--- src/hw/rtl/debounced_button_led_mode_sequencer_unit_defines.svh ---
// Assertion macros for the file that checks its own logic.
// Each use expects clk_i and rst_ni to be in scope.
`ifndef DEBOUNCED_BUTTON_LED_MODE_SEQUENCER_UNIT_DEFINES_SVH
`define DEBOUNCED_BUTTON_LED_MODE_SEQUENCER_UNIT_DEFINES_SVH

// The property must hold at every clock edge outside reset.
`define DBLMS_ASSERT(lbl, prop, msg) \
  lbl: assert property (@(posedge clk_i) disable iff (!rst_ni) (prop)) else $error(msg);

// The expression must never be true outside reset.
`define DBLMS_ASSERT_NEVER(lbl, expr, msg) \
  `DBLMS_ASSERT(lbl, !(expr), msg)

`endif

--- src/hw/rtl/dblms_pkg.sv ---
`default_nettype none

package dblms_pkg;

  // Field widths.
  localparam int unsigned IntegW  = 8;
  localparam int unsigned WindowW = 16;
  localparam int unsigned TallyW  = 3;
  localparam int unsigned ModeW   = 2;
  localparam int unsigned TimerW  = 16;
  localparam int unsigned PhaseW  = 2;
  localparam int unsigned CfgIdxW = 8;
  localparam int unsigned CfgDatW = 16;
  localparam int unsigned NumModes = 4;

  // Register reset values.
  localparam logic [IntegW-1:0]  DebounceRst = 8'd10;
  localparam logic [WindowW-1:0] WindowRst   = 16'd100;
  localparam logic [TimerW-1:0]  FastRst     = 16'd250;
  localparam logic [TimerW-1:0]  SlowRst     = 16'd1000;

  // The press tally saturates here.
  localparam logic [TallyW-1:0] TallyMax = 3'd7;

  // Phase count of the blink modes; rotation modes wrap at four naturally.
  localparam logic [PhaseW-1:0] BlinkPhases = 2'd2;

  // Configuration register indexes.
  typedef enum logic [CfgIdxW-1:0] {
    CFG_DEBOUNCE_LIMIT   = 8'd0,
    CFG_CLICK_WINDOW     = 8'd1,
    CFG_FAST_PHASE_LIMIT = 8'd2,
    CFG_SLOW_PHASE_LIMIT = 8'd3
  } cfg_idx_e;

  // Display modes.
  typedef enum logic [ModeW-1:0] {
    MODE_ROTATE_A = 2'd0,
    MODE_BLINK_OR = 2'd1,
    MODE_BLINK_BL = 2'd2,
    MODE_ROTATE_B = 2'd3
  } mode_e;

  // Click classification of one tick.
  typedef struct packed {
    logic single_click;
    logic double_click;
  } click_t;

  // LED drive of one tick.
  typedef struct packed {
    logic green;
    logic orange;
    logic red;
    logic blue;
  } led_t;

endpackage

`default_nettype wire

--- src/hw/rtl/dblms_click.sv ---
`default_nettype none

module dblms_click import dblms_pkg::*; (
  input  logic               clk_i,
  input  logic               rst_ni,
  input  logic               step_i,
  input  logic               level_i,
  input  logic [IntegW-1:0]  debounce_limit_i,
  input  logic [WindowW-1:0] click_window_i,
  output click_t             click_o
);

  logic [IntegW-1:0]  integ_q, integ_d;
  logic               pressed_q, pressed_d;
  logic [WindowW-1:0] window_q, window_d;
  logic [TallyW-1:0]  tally_q, tally_d;

  // Debounce, click window and classification for the current item.
  always_comb begin
    logic [WindowW-1:0] win_dec;
    logic [TallyW-1:0]  tally_mid;
    integ_d   = integ_q;
    pressed_d = pressed_q;
    tally_mid = tally_q;
    click_o   = '0;

    win_dec  = (window_q != '0) ? window_q - WindowW'(1) : window_q;
    window_d = win_dec;

    if (level_i) begin
      if (integ_q < debounce_limit_i) begin
        integ_d = integ_q + IntegW'(1);
      end else if (!pressed_q) begin
        if (win_dec == '0) begin
          window_d = click_window_i;
        end
        if (tally_q < TallyMax) begin
          tally_mid = tally_q + TallyW'(1);
        end
        pressed_d = 1'b1;
      end
    end else begin
      if (integ_q != '0) begin
        integ_d = integ_q - IntegW'(1);
      end else begin
        pressed_d = 1'b0;
      end
    end

    tally_d = tally_mid;
    if (window_d == '0 && tally_mid != '0) begin
      if (tally_mid > TallyW'(1)) begin
        click_o.double_click = 1'b1;
      end else begin
        click_o.single_click = 1'b1;
      end
      tally_d = '0;
    end
  end

  // State registers advance once per item.
  always_ff @(posedge clk_i or negedge rst_ni) begin
    if (!rst_ni) begin
      integ_q   <= '0;
      pressed_q <= 1'b0;
      window_q  <= '0;
      tally_q   <= '0;
    end else if (step_i) begin
      integ_q   <= integ_d;
      pressed_q <= pressed_d;
      window_q  <= window_d;
      tally_q   <= tally_d;
    end
  end

endmodule

`default_nettype wire

--- src/hw/rtl/dblms_display.sv ---
`default_nettype none

module dblms_display import dblms_pkg::*; (
  input  logic              clk_i,
  input  logic              rst_ni,
  input  logic              step_i,
  input  click_t            click_i,
  input  logic [TimerW-1:0] fast_limit_i,
  input  logic [TimerW-1:0] slow_limit_i,
  output logic [ModeW-1:0]  mode_next_o,
  output logic [ModeW-1:0]  mode_cur_o,
  output led_t              led_o
);

  logic [ModeW-1:0]  mode_q, mode_d;
  logic [TimerW-1:0] timer_q [NumModes];
  logic [PhaseW-1:0] phase_q [NumModes];
  logic [TimerW-1:0] timer_d;
  logic [PhaseW-1:0] phase_d;

  // Mode advance, active timer and LED decode.
  always_comb begin
    logic              rotation;
    logic [TimerW-1:0] limit;
    logic [PhaseW-1:0] ph_inc;
    mode_d = click_i.single_click ? mode_q + ModeW'(1) : mode_q;

    rotation = (mode_e'(mode_d) == MODE_ROTATE_A) || (mode_e'(mode_d) == MODE_ROTATE_B);
    limit    = rotation ? fast_limit_i : slow_limit_i;
    ph_inc   = phase_q[mode_d] + PhaseW'(1);

    if (timer_q[mode_d] >= limit) begin
      timer_d = '0;
      if (!rotation && ph_inc >= BlinkPhases) begin
        ph_inc = '0;
      end
      phase_d = ph_inc;
    end else begin
      timer_d = timer_q[mode_d] + TimerW'(1);
      phase_d = phase_q[mode_d];
    end

    led_o = '0;
    unique case (mode_e'(mode_d))
      MODE_ROTATE_A: begin
        case (phase_d)
          2'd0:    led_o.red    = 1'b1;
          2'd1:    led_o.blue   = 1'b1;
          2'd2:    led_o.green  = 1'b1;
          default: led_o.orange = 1'b1;
        endcase
      end
      MODE_BLINK_OR: led_o.orange = (phase_d == '0);
      MODE_BLINK_BL: led_o.blue   = (phase_d == '0);
      MODE_ROTATE_B: begin
        case (phase_d)
          2'd0:    led_o.red    = 1'b1;
          2'd1:    led_o.green  = 1'b1;
          2'd2:    led_o.blue   = 1'b1;
          default: led_o.orange = 1'b1;
        endcase
      end
      default: led_o = '0;
    endcase
  end

  assign mode_next_o = mode_d;
  assign mode_cur_o  = mode_q;

  // Only the active mode's timer and phase are written.
  always_ff @(posedge clk_i or negedge rst_ni) begin
    if (!rst_ni) begin
      mode_q <= '0;
      for (int i = 0; i < NumModes; i++) begin
        timer_q[i] <= '0;
        phase_q[i] <= '0;
      end
    end else if (step_i) begin
      mode_q          <= mode_d;
      timer_q[mode_d] <= timer_d;
      phase_q[mode_d] <= phase_d;
    end
  end

endmodule

`default_nettype wire

--- src/hw/rtl/debounced_button_led_mode_sequencer_unit.sv ---
// Debounced button with single and double click detection driving a four-LED
// mode display. Each input item is one 1 ms tick with the raw button level;
// each item gives exactly one result item with the LED drive, the click flags
// and the display mode in use after that tick. An item enters an input
// register, is processed combinationally and lands in the result register,
// so one item per clock cycle is sustained while the output is not stalled.
// The four limit registers are written through the configuration port, which
// is always ready; index 0 is the debounce limit, 1 the click window, 2 the
// fast and 3 the slow phase limit, and other indexes are ignored.
`default_nettype none

`include "debounced_button_led_mode_sequencer_unit_defines.svh"

module debounced_button_led_mode_sequencer_unit import dblms_pkg::*; (
  input  logic               clk_i,
  input  logic               rst_ni,
  // Tick items.
  input  logic               in_valid_i,
  output logic               in_stall_o,
  input  logic               button_level_i,
  // Result items.
  output logic               out_valid_o,
  input  logic               out_stall_i,
  output logic               led_green_o,
  output logic               led_orange_o,
  output logic               led_red_o,
  output logic               led_blue_o,
  output logic               single_click_o,
  output logic               double_click_o,
  output logic [ModeW-1:0]   active_mode_o,
  // Configuration writes.
  input  logic               cfg_valid_i,
  output logic               cfg_ready_o,
  input  logic [CfgIdxW-1:0] cfg_index_i,
  input  logic [CfgDatW-1:0] cfg_data_i
);

  logic [IntegW-1:0]  debounce_limit_q;
  logic [WindowW-1:0] click_window_q;
  logic [TimerW-1:0]  fast_limit_q;
  logic [TimerW-1:0]  slow_limit_q;

  logic       in_valid_q;
  logic       level_q;
  logic       out_valid_q;
  logic       advance;
  logic       step;
  click_t     click;
  led_t       led;
  logic [ModeW-1:0] mode_next;
  logic [ModeW-1:0] mode_cur;
  click_t     click_q;
  led_t       led_q;
  logic [ModeW-1:0] mode_out_q;

  // Configuration registers.
  assign cfg_ready_o = 1'b1;

  always_ff @(posedge clk_i or negedge rst_ni) begin
    if (!rst_ni) begin
      debounce_limit_q <= DebounceRst;
      click_window_q   <= WindowRst;
      fast_limit_q     <= FastRst;
      slow_limit_q     <= SlowRst;
    end else if (cfg_valid_i && cfg_ready_o) begin
      unique case (cfg_idx_e'(cfg_index_i))
        CFG_DEBOUNCE_LIMIT:   debounce_limit_q <= cfg_data_i[IntegW-1:0];
        CFG_CLICK_WINDOW:     click_window_q   <= cfg_data_i;
        CFG_FAST_PHASE_LIMIT: fast_limit_q     <= cfg_data_i;
        CFG_SLOW_PHASE_LIMIT: slow_limit_q     <= cfg_data_i;
        default: ;
      endcase
    end
  end

  // The held item moves on when the result register is free or being emptied.
  assign advance    = !out_valid_q || !out_stall_i;
  assign step       = in_valid_q && advance;
  assign in_stall_o = in_valid_q && !advance;

  // Input register.
  always_ff @(posedge clk_i or negedge rst_ni) begin
    if (!rst_ni) begin
      in_valid_q <= 1'b0;
    end else if (!in_stall_o) begin
      in_valid_q <= in_valid_i;
    end
  end

  always_ff @(posedge clk_i) begin
    if (in_valid_i && !in_stall_o) begin
      level_q <= button_level_i;
    end
  end

  dblms_click u_click (
    .clk_i            (clk_i),
    .rst_ni           (rst_ni),
    .step_i           (step),
    .level_i          (level_q),
    .debounce_limit_i (debounce_limit_q),
    .click_window_i   (click_window_q),
    .click_o          (click)
  );

  dblms_display u_display (
    .clk_i        (clk_i),
    .rst_ni       (rst_ni),
    .step_i       (step),
    .click_i      (click),
    .fast_limit_i (fast_limit_q),
    .slow_limit_i (slow_limit_q),
    .mode_next_o  (mode_next),
    .mode_cur_o   (mode_cur),
    .led_o        (led)
  );

  // Result register.
  always_ff @(posedge clk_i or negedge rst_ni) begin
    if (!rst_ni) begin
      out_valid_q <= 1'b0;
    end else if (advance) begin
      out_valid_q <= in_valid_q;
    end
  end

  always_ff @(posedge clk_i) begin
    if (step) begin
      click_q    <= click;
      led_q      <= led;
      mode_out_q <= mode_next;
    end
  end

  assign out_valid_o    = out_valid_q;
  assign led_green_o    = led_q.green;
  assign led_orange_o   = led_q.orange;
  assign led_red_o      = led_q.red;
  assign led_blue_o     = led_q.blue;
  assign single_click_o = click_q.single_click;
  assign double_click_o = click_q.double_click;
  assign active_mode_o  = mode_out_q;

  // Checks on the processing path.
  `DBLMS_ASSERT_NEVER(a_click_exclusive, step && click.single_click && click.double_click,
    "single and double click flagged on the same tick")
  `DBLMS_ASSERT(a_single_advances_mode, step && click.single_click |=> mode_cur == $past(mode_cur) + 2'd1,
    "single click did not advance the display mode")
  `DBLMS_ASSERT(a_mode_holds_when_idle, !step |=> $stable(mode_cur),
    "display mode changed without an item")
  `DBLMS_ASSERT(a_stall_needs_item, in_stall_o |-> in_valid_q && out_valid_q,
    "input stalled with nothing held")

endmodule

`default_nettype wire
--- config.mk ---
export PLATFORM = sky130hd
export DESIGN_NAME = debounced_button_led_mode_sequencer_unit
export DESIGN_NICKNAME = d
export VERILOG_FILES = /design/src/hw/rtl/dblms_pkg.sv /design/src/hw/rtl/dblms_click.sv /design/src/hw/rtl/dblms_display.sv /design/src/hw/rtl/debounced_button_led_mode_sequencer_unit.sv
export VERILOG_INCLUDE_DIRS = /design/src /design/src/hw/rtl
export SDC_FILE = /design/constraint.sdc
export NUM_CORES = 1
export LEC_CHECK = 0
export ABC_AREA = 1
export BUFFER_PORTS_ARGS = -buffer_cell sky130_fd_sc_hd__buf_2
export CELL_PAD_IN_SITES_DETAIL_PLACEMENT = 1
export CELL_PAD_IN_SITES_GLOBAL_PLACEMENT = 2
export CORE_MARGIN = 2
export CORE_UTILIZATION = 37
export DETAILED_ROUTE_END_ITERATION = 12
export GPL_TIMING_DRIVEN = 0
export PLACE_DENSITY_LB_ADDON = 0.1
export SYNTH_ARGS = -nofsm -noshare
export SYNTH_HDL_FRONTEND = slang
export SYNTH_HIERARCHICAL = 1
export SYNTH_SLANG_ARGS = --single-unit
export TNS_END_PERCENT = 20
--- constraint.sdc ---
create_clock -name clk_i -period 8.1 [get_ports clk_i]
set_input_delay 0.405 -clock clk_i [delete_from_list [all_inputs] [get_ports clk_i]]
set_output_delay 0.405 -clock clk_i [all_outputs]
set_load 0.01 [all_outputs]
==> reports/results.txt, run 1 <==
Final Max Tran Viols - 0
Cell Rows - 61
H-tree depth - 4
WP data arrival - 7750 ps
R2R Path Start - u_click/window_q[0]
mean post-synth cell area - 7.440 um^2
Logic pwr share - 57.5%
drt drc - 0
num ports - 41
chip height - 170.8 um
I/O Buffers - 39
area grow syn2layout - 12.75%
initial antenna violation count - 0
Crit path buffers/inverters - 6
Total Nets Final - 1514
Syn Inst Count - 1384
CTS Buf Count - 17
Slew headroom - 43.57%
dominant synthesized flop cell - dfrtp_1
clk_lat worst skew - 440 ps
register area - 0.004295 mm^2
register area share after synthesis - 41.71%
1st-iter DRT viols - 536
mapped cell area - 0.01030 mm^2
Die ar. - 0.02918 mm^2
Clk Tree Root Cell - clkbuf_16
Max-Cap Viols - 0
P_leak - 5.846 nW
final non-filler cell total - 1835
Detailed Route WL - 32.85 mm
total track usage - 23.56%
Post-synth ARST share - 94.67%
number of synthesized register bits - 169
Final min period - 7410 ps
layout cells sized above 1 - 13.80%
critical path's top delay family - simple AND/OR/NAND/NOR gates
gpl congestion - 0.8289
via count - 9301
Max stage delay on crit path - 420 ps
Setup Fix Bufs, Post-CTS - 0
slowest stage cell, crit path - ha_2
Avg WL per Cell - 17.90 um
fill cell count - 3518
skew final - 11.46 ps
Worst-path clk slew - 70 ps
Post-DRT Antenna Nets - 0
Required @ worst endpoint - 8440 ps
Pre-antenna DRT Iters - 4
first-pass GRT wire length - 52.65 mm
Die Wd - 170.8 um
Post-synth EDFFs - 9
DP Wirelength - 24.30 mm
Min-Delay Path Class - primary input to flop
GR Overflow Total - 0
count of cell types in the netlist - 47
CP Class - flop to flop
switching part of the total power - 51.11%
Achievable Freq - 134.9 MHz
CTS tree - yes
Post-Place Cells - 1803
DR vias/cell - 5.069
crit start category - flop
pin count of the biggest net entering global routing - 95
Clk pwr share - 16.8%
syn nets - 1454
Sw Pwr - 0.002458 W
vias in the first global route - 9113
Clock Sinks - 169
RSZ-0062 raised after global routing - no
status - completed
CP startpoint - u_click/window_q[0]
Worst Max-Slew Pin Slew - 846.4 ps
antenna cells - 0
Seq pwr share - 25.7%
Int Power - 0.002352 W
multi-input logic area - 0.005205 mm^2
core footprint - 0.02763 mm^2
CP max FO - 13
Hold Crit Start - button_level_i
Final Setup Violations - 0
Initial Utilization - 37.27%
Critical Path End Type - flop
setup TNS - 0 ps
final hold vios - 0
CTS max path bufs - 2
Tcrit/Tclk final - 91.48%
cell area power density - 414.3 mW/mm^2
Ys Warns - 6
worst vdd ir - 0.0002038 V
[cells in the final DEF (no fill, tap or decap), types with 3 or more instances in the layout]
master,Yosys,routed
o21ai_1,29,29
inv_6,0,4
clkbuf_16,0,17
nand2_2,18,18
nand3_2,9,9
buf_6,11,11
edfxtp_1,9,9
xor2_1,8,8
nand3_1,129,129
ha_1,39,38
buf_2,11,48
dfstp_2,17,17
nor2_2,12,13
inv_1,114,114
nor2_1,60,59
o211ai_1,4,4
clkbuf_1,19,18
a21oi_1,19,18
mux2i_1,15,15
o21ai_0,62,62
nand2_1,547,547
o21ai_2,6,6
buf_4,10,10
xnor2_1,3,3
nor2_4,11,11
clkinv_2,1,4
o21bai_1,3,3
nand3_4,3,3
nand2_4,3,3
dfrtp_1,143,143
nand4_1,34,34
inv_2,9,9
nor3_1,6,6
clkinv_4,0,3
[logic make-up after synthesis]
group / count (synthesis) / share of synthesized area, %
adders and majority gates: 40 / 4.933
DFF: 169 / 41.71
xor gates and xnor gates: 12 / 1.203
other: 1 / 0.03642
AOI/OAI and AO/OA: 129 / 6.817
muxes: 15 / 1.458
buffers and inverters: 178 / 7.825
and+or+nand+nor: 840 / 36.01
[cells in the mapped netlist, types with 3 or more instances]
cell      number  area [um^2]
nor2_1        60        225.2
inv_1        114        427.9
xnor2_1        3        26.28
nor2_2        12        75.07
nand2_2       18        112.6
a21oi_1       19        95.09
o21ai_2        6        52.55
dfrtp_1      143         3578
nand3_1      129        645.6
nand2_4        3        33.78
clkbuf_1      19        71.32
buf_6         11        123.9
dfstp_2       17        446.7
nand3_4        3        52.55
nor3_1         6        30.03
o21ai_0       62        310.3
nor2_4        11        123.9
xor2_1         8        70.07
edfxtp_1       9        270.3
buf_4         10        75.07
o21bai_1       3        22.52
o21ai_1       29        145.1
mux2i_1       15        150.1
nand4_1       34        212.7
o211ai_1       4        30.03
buf_2         11        55.05
nand3_2        9        90.09
ha_1          39        488.0
inv_2          9        33.78
nand2_1      547         2053
[power by group through the flow]
| stage | Combinational [W] | Clock (W) | Sequential [W] |
|---|---|---|---|
| after floorplan | 0.00192 | 0 | 0.00121 |
| after global placement | 0.00268 | 0 | 0.00124 |
| after detailed placement | 0.00275 | 0 | 0.00125 |
| after CTS | 0.00276 | 0.000830 | 0.00123 |
| after global routing | 0.00314 | 0.000862 | 0.00126 |
| final | 0.00277 | 0.000810 | 0.00123 |
[worst paths after layout]
| kind | end | slack (ps) | cells after the start |
|---|---|---|---|
| worst max-delay path | u_display/timer_q[4] | 690 | 34 |
| worst min-delay path | level_q | 150 | 1 |
| worst max register to register | u_display/timer_q[4] | 690 | 34 |
| worst min register to register | slow_limit_q[6] | 460 | 2 |
| max in group asynchronous | debounce_limit_q[3] | 6670 | 3 |
| min in group asynchronous | u_display/timer_q[0] | 500 | 2 |
[layout make-up]
class,count,area share [%]
multi-input cells,1037,44.83
flip-flops and latches,169,37.00
inverters,125,4.074
well taps,378,4.074
clock buffers,19,3.901
plain buffers,52,2.888
repair buffers,42,2.220
clock inverters,13,1.013
[timing repair]
item / 4_1_cts / 5_1_grt
resized for setup: 1 / 4
endpoints found under the setup margin: 48 / 60
endpoints found under the hold margin: 63 / 0
hold buffers: 1 / 0
[per-stage QoR]
| stage | power (W) | hold WS (ps) | utilization (%) | area [um^2] | setup WS (ps) |
|---|---|---|---|---|---|
| 3_5_place_dp | 0.003997 | 399.9 | 39.89 | 11020 | -304.4 |
| 5_1_grt | 0.005268 | 137.5 | 42.02 | 11610 | 7.408 |
| 6_report | 0.004809 | 155.0 | 42.02 | 11610 | 689.7 |
| 2_1_floorplan | 0.003125 | 109.4 | - | 10300 | 2157 |
| 4_1_cts | 0.004829 | 136.4 | 41.98 | 11600 | 110.5 |
| 3_3_place_gp | 0.003922 | 438.8 | 39.69 | 10970 | -119.9 |
[flip-flops by register name (all words and copies together) (netlist names), 2 cells and up]
| name | cells |
|---|---|
| u_display/timer_q | 64 |
| click_window_q | 16 |
| fast_limit_q | 16 |
| slow_limit_q | 16 |
| u_click/window_q | 16 |
| debounce_limit_q | 8 |
| u_click/integ_q | 8 |
| u_display/phase_q | 8 |
| u_click/tally_q | 3 |
| active_mode_o | 2 |
| u_display/mode_cur_o | 2 |
[layer usage]
layer	GRT usage (%)	routed length, um	up-vias
met5	0	0	-
met2	35.40	14280	161
met1	35.97	17080	4564
met3	3.424	1205	16
met4	4.643	284	0
li1	-	-	4560
Power figures use the tool's default switching activity.
==> inputs of run 2 (changes only) <==
CORE_MARGIN = 8   (was 2)
CTS_CLUSTER_SIZE = 12   (was unset)
clock period = 7 ns   (was 8.1 ns; I/O delays follow)
==> reports/results.txt, run 2 (synthesized netlist as in run 1, its figures left out) <==
Reg with most FFs - u_display/timer_q
Crit path buffers/inverters - 6 (unchanged)
gpl congestion - 0.8264 (-0.30%)
Critical Path End Type - flop
commonest non-fill, non-tap cells in the layout - 546 x nand2_1, 143 x dfrtp_1, 129 x nand3_1
Worst Max-Slew Pin Slew - 816.6 ps (-29.86 ps)
Total Nets Final - 1518 (+0.26%)
fill cell count - 3479 (-1.1%)
clk_lat worst skew - 440 ps (about the same)
slowest stage cell, crit path - dfrtp_1
status - completed
CTS tree - yes
Min-Delay Path Class - primary input to flop
Tcrit/Tclk final - 91.23% (-0.26 points)
cell area after placement - 0.01102 mm^2 (unchanged)
Final Max Tran Viols - 0 (unchanged)
H-tree depth - 4 (unchanged)
number of stages on the worst setup path - 33 (-2.9%)
DP Wirelength - 24.34 mm (+0.18%)
Die Wd - 182.8 um (+7.0%)
pin count of the biggest net entering global routing - 110 (+16%)
Avg WL per Cell - 17.74 um (-0.92%)
DR vias/cell - 5.013 (-1.1%)
RSZ-0062 raised after global routing - no
Final Setup Violations - 0 (unchanged)
reg-to-reg slack, setup - 610 ps (-80 ps)
CTS Buf Count - 17 (unchanged)
initial antenna violation count - 1 (+1)
Max-Cap Viols - 0 (unchanged)
Finished Cell Area - 0.01168 mm^2 (+0.63%)
cell area power density - 481.2 mW/mm^2 (+16%)
layout cells sized above 1 - 14.24% (+0.44 points)
R2R depth - 33 (-2.9%)
CP Class - flop to flop
worst r2r dst - u_display/timer_q[36]
CP dominant cell by count - nand2_1
final hold vios - 0 (unchanged)
WP data arrival - 6730 ps (-1020 ps)
Die ar. - 0.03343 mm^2 (+15%)
num ports - 41 (unchanged)
via count - 9219 (-0.88%)
Slew headroom - 45.56% (+2.0 points)
Clk Tree Root Cell - clkbuf_16
commonest non-fill, non-tap cell in the layout - nand2_1
Detailed Route WL - 32.62 mm (-0.70%)
CP max FO - 19 (+6)
Clock Sinks - 169 (unchanged)
Hold Crit Start - button_level_i
1st-iter DRT viols - 643 (+20%)
GR Overflow Total - 0 (unchanged)
Max stage delay on crit path - 410 ps (about the same)
Final min period - 6386 ps (-1024 ps)
Hold Path End - level_q
vias in the first global route - 9329 (+2.4%)
Pre-antenna DRT Iters - 5 (+1)
I/O Buffers - 39 (unchanged)
Post-Route Utilization - 42.28% (+0.26 points)
worst vdd ir - 0.0002068 V (+1.5%)
first-pass GRT wire length - 52.72 mm (+0.13%)
Required @ worst endpoint - 7340 ps (-1100 ps)
Cell Rows - 61 (unchanged)
Post-DRT Antenna Nets - 0 (unchanged)
Power Total - 0.005621 W (+17%)
core footprint - 0.02763 mm^2 (unchanged)
Worst-path clk slew - 70 ps (about the same)
total track usage - 20.08% (-3.5 points)
Achievable Freq - 156.6 MHz (+16%)
chip height - 182.8 um (+7.0%)
area grow syn2layout - 13.45%
R2R Path Start - u_click/window_q[0]
number of flip-flops in the largest register - 64 (unchanged)
crit start category - flop
critical path's top delay family - simple AND/OR/NAND/NOR gates
CTS max path bufs - 2 (unchanged)
skew final - 13.88 ps (+2.420 ps)
P_leak - 5.878 nW (+0.54%)
drt drc - 0 (unchanged)
Initial Utilization - 37.27% (unchanged)
hold depth - 1 (unchanged)
antenna cells - 0 (unchanged)
==> run 2: cell types whose count changed in the layout (fill, tap and decap cells not counted), sizes merged <==
cell and change:
clkbuf -2, clkinvlp +1, buf +4, bufinv +1
==> run 2: cell type report <==
| class | count | area [um^2] | share of cell area, % |
|---|---|---|---|
| tap | 378 | 473.0 | 4.048 |
| buffer | 52 | 342.8 | 2.935 |
| clock buffer | 17 | 425.4 | 3.641 |
| clock inverter | 15 | 165.2 | 1.414 |
| sequential | 169 | 4295 | 36.77 |
| multi-input combinational | 1037 | 5220 | 44.68 |
| timing repair buffer | 46 | 287.8 | 2.463 |
| inverter | 125 | 473.0 | 4.048 |
==> run 2: power by group <==
group / leakage (nW) / internal (W) / switching, W
Combinational: 3.41 / 0.000993 / 0.00224
Clock: 0.284 / 0.000532 / 0.000435
Sequential: 2.18 / 0.00125 / 0.000180
Total: 5.88 / 0.00277 / 0.00285
==> run 2: layer usage <==
layer	GRT usage, %	share of wire [%]	up-vias
met5	0	0.037	-
met4	4.945	1.1	2
met3	2.731	3.2	25
met2	30.36	43	124
met1	29.78	53	4499
li1	-	-	4569
==> run 2: worst max path at each step <==
stage	startpoint	end
2_1_floorplan	u_click/window_q[0]	led_blue_o
3_3_place_gp	u_click/window_q[0]	u_display/timer_q[52]
3_5_place_dp	u_click/window_q[0]	u_display/timer_q[36]
4_1_cts	u_click/window_q[0]	u_display/timer_q[36]
5_1_grt	u_click/window_q[0]	u_display/timer_q[36]
6_report	u_click/window_q[0]	u_display/timer_q[36]
==> run 2: through the flow <==
stage / setup TNS [ps] / worst slack, ps / hold slack (ps) / std cells
after CTS: 0 / 43.91 / 73.45 / 1836
final: 0 / 614.2 / 92.92 / 1839
after global placement: -71070 / -1188 / 438.5 / 1801
after floorplan: 0 / 1057 / 54.41 / 1384
after global routing: 0 / 37.84 / 82.77 / 1839
after detailed placement: -79860 / -1366 / 296.0 / 1803
==> run 2: worst reg2reg max path: cells and delay by family, from the launching register on <==
| family | cells | cell delay, ps |
|---|---|---|
| AOI/OAI and AO/OA | 4 | 810 |
| xor gates and xnor gates | 1 | 210 |
| adders and majority gates | 3 | 870 |
| buffers and inverters | 6 | 1310 |
| DFF | 1 | 410 |
| muxes | 1 | 330 |
| and+or+nand+nor | 18 | 2350 |
==> run 2: repair_timing <==
action,in CTS,in global routing
endpoints found under the setup margin,76,70
pin swaps,0,2
endpoints found under the hold margin,51,0
hold buffers,1,0
resized for setup,9,6
buffers inserted,0,4
==> inputs of run 3 (changes only) <==
CORE_MARGIN = 2   (was 8)
==> reports/results.txt, run 3 (synthesized netlist as in run 1, its figures left out) <==
critical path's top delay family - simple AND/OR/NAND/NOR gates
1st-iter DRT viols - 516 (-20%)
Post-Route Utilization - 42.25% (about the same)
WP data arrival - 6680 ps (-50 ps)
P_leak - 5.881 nW (about the same)
Int Power - 0.002768 W (about the same)
Logic pwr share - 58.1% (+0.7 points)
reg-to-reg slack, setup - 670 ps (+60 ps)
Worst-path clk slew - 70 ps (about the same)
drt drc - 0 (unchanged)
Final Max Tran Viols - 0 (unchanged)
H-tree depth - 4 (unchanged)
final hold vios - 0 (unchanged)
Required @ worst endpoint - 7350 ps (about the same)
Clock Sinks - 169 (unchanged)
CTS tree - yes
CP Class - flop to flop
Crit path buffers/inverters - 7 (+1)
Clk Tree Root Cell - clkbuf_16
number of flip-flops in the largest register - 64 (unchanged)
switching part of the total power - 50.91% (+0.19 points)
crit start category - flop
Hold Crit Start - button_level_i
total track usage - 23.60% (+3.5 points)
Achievable Freq - 158.0 MHz (+0.90%)
first-pass GRT wire length - 52.72 mm (unchanged)
CP max FO - 13 (-6)
num ports - 41 (unchanged)
Final min period - 6329 ps (-56.77 ps)
vias in the first global route - 9123 (-2.2%)
CTS Buf Count - 17 (unchanged)
commonest non-fill, non-tap cells in the layout - 546 x nand2_1, 143 x dfrtp_1, 129 x nand3_1
via count - 9322 (+1.1%)
GR Overflow Total - 0 (unchanged)
worst vdd ir - 0.0002465 V (+19%)
Detailed Route WL - 32.94 mm (+1.0%)
RSZ-0062 raised after global routing - no
layout cells sized above 1 - 14.31% (+0.068 points)
Worst Max-Slew Pin Slew - 846.2 ps (+29.58 ps)
area grow syn2layout - 13.35% (about the same)
worst r2r dst - u_display/timer_q[4]
Hold Path End - level_q
R2R depth - 33 (unchanged)
Die ar. - 0.02918 mm^2 (-13%)
chip height - 170.8 um (-6.6%)
Slew headroom - 43.59% (-2.0 points)
gpl congestion - 0.8289 (+0.30%)
Initial Utilization - 37.27% (unchanged)
commonest non-fill, non-tap cell in the layout - nand2_1
status - completed
hold depth - 1 (unchanged)
register area - 0.004295 mm^2 (unchanged)
Tcrit/Tclk final - 90.41% (-0.81 points)
core footprint - 0.02763 mm^2 (unchanged)
skew final - 10.85 ps (-3.028 ps)
fill cell count - 3514 (+1.0%)
slowest stage cell, crit path - dfrtp_1
multi-input logic area - 0.005225 mm^2 (about the same)
Post-DRT Antenna Nets - 0 (unchanged)
Cell Rows - 61 (unchanged)
clk_lat worst skew - 440 ps (about the same)
antenna cells - 0 (unchanged)
I/O Buffers - 39 (unchanged)
Clk pwr share - 16.6% (-0.6 points)
DP Wirelength - 24.30 mm (-0.18%)
Reg with most FFs - u_display/timer_q
setup TNS - 0 ps (unchanged)
DR vias/cell - 5.069 (+1.1%)
Pre-antenna DRT Iters - 5 (unchanged)
pin count of the biggest net entering global routing - 95 (-14%)
Critical Path End Type - flop
Avg WL per Cell - 17.91 um (+1.0%)
R2R Path Start - u_click/window_q[0]
Total Nets Final - 1518 (unchanged)
Seq pwr share - 25.3% (about the same)
Die Wd - 170.8 um (-6.6%)
Sw Pwr - 0.002871 W (+0.69%)
Max stage delay on crit path - 400 ps (about the same)
Max-Cap Viols - 0 (unchanged)
cell area power density - 483.1 mW/mm^2 (+0.40%)
initial antenna violation count - 0 (-1)
CTS max path bufs - 2 (unchanged)
Min-Delay Path Class - primary input to flop
Final Setup Violations - 0 (unchanged)
run 3: what timing repair did:
item                                    4_1_cts  5_1_grt
hold buffers                                  1        0
resized for setup                            10       10
buffers inserted                              1        2
endpoints found under the hold margin        63        0
pin swaps                                     1        1
endpoints found under the setup margin       76       76
run 3: per-stage QoR:
stage	hold WS (ps)	area, um^2	power [W]	setup WS [ps]	std cells
final	100.7	11670	0.005639	671.0	1839
after global routing	82.47	11670	0.006169	15.16	1839
after CTS	81.37	11630	0.005626	8.442	1837
after detailed placement	344.9	11020	0.004626	-1404	1803
after global placement	438.8	10970	0.004538	-1220	1801
after floorplan	54.41	10300	0.003616	1057	1384
run 3: worst max path at each step:
stage                                        to           startpoint  cells after the start  slack [ps]
after global routing      u_display/timer_q[52]  u_click/window_q[0]                     35          20
after global placement    u_display/timer_q[52]  u_click/window_q[0]                     35       -1220
after floorplan                      led_blue_o  u_click/window_q[0]                     39        1060
after CTS                  u_display/timer_q[4]  u_click/window_q[0]                     35           8
after detailed placement   u_display/timer_q[4]  u_click/window_q[0]                     37       -1400
final                      u_display/timer_q[4]  u_click/window_q[0]                     33         670
run 3: area by class of cell:
cell class                 count  area share, %
clock buffer                  19          3.880
clock inverter                13          1.008
inverter                     125          4.052
buffer                        53          3.044
sequential                   169          36.80
multi-input combinational   1037          44.76
tap                          378          4.052
timing repair buffer          45          2.401
run 3: power groups by stage:
stage / combinational, W / clock, W / sequential [W]
floorplan: 0.00222 / 0 / 0.00140
global placement: 0.00310 / 0 / 0.00144
detailed placement: 0.00318 / 0 / 0.00145
CTS: 0.00324 / 0.000960 / 0.00143
global route: 0.00371 / 0.000998 / 0.00146
finish: 0.00327 / 0.000936 / 0.00143
run 3: per-layer routing:
| layer | track usage, % | part of all wire (%) | wire length [um] |
|---|---|---|---|
| met3 | 3.424 | 3.3 | 1078 |
| met5 | 0 | 0 | 0 |
| met4 | 4.643 | 0.83 | 275 |
| met1 | 35.97 | 52 | 17190 |
| met2 | 35.54 | 44 | 14400 |
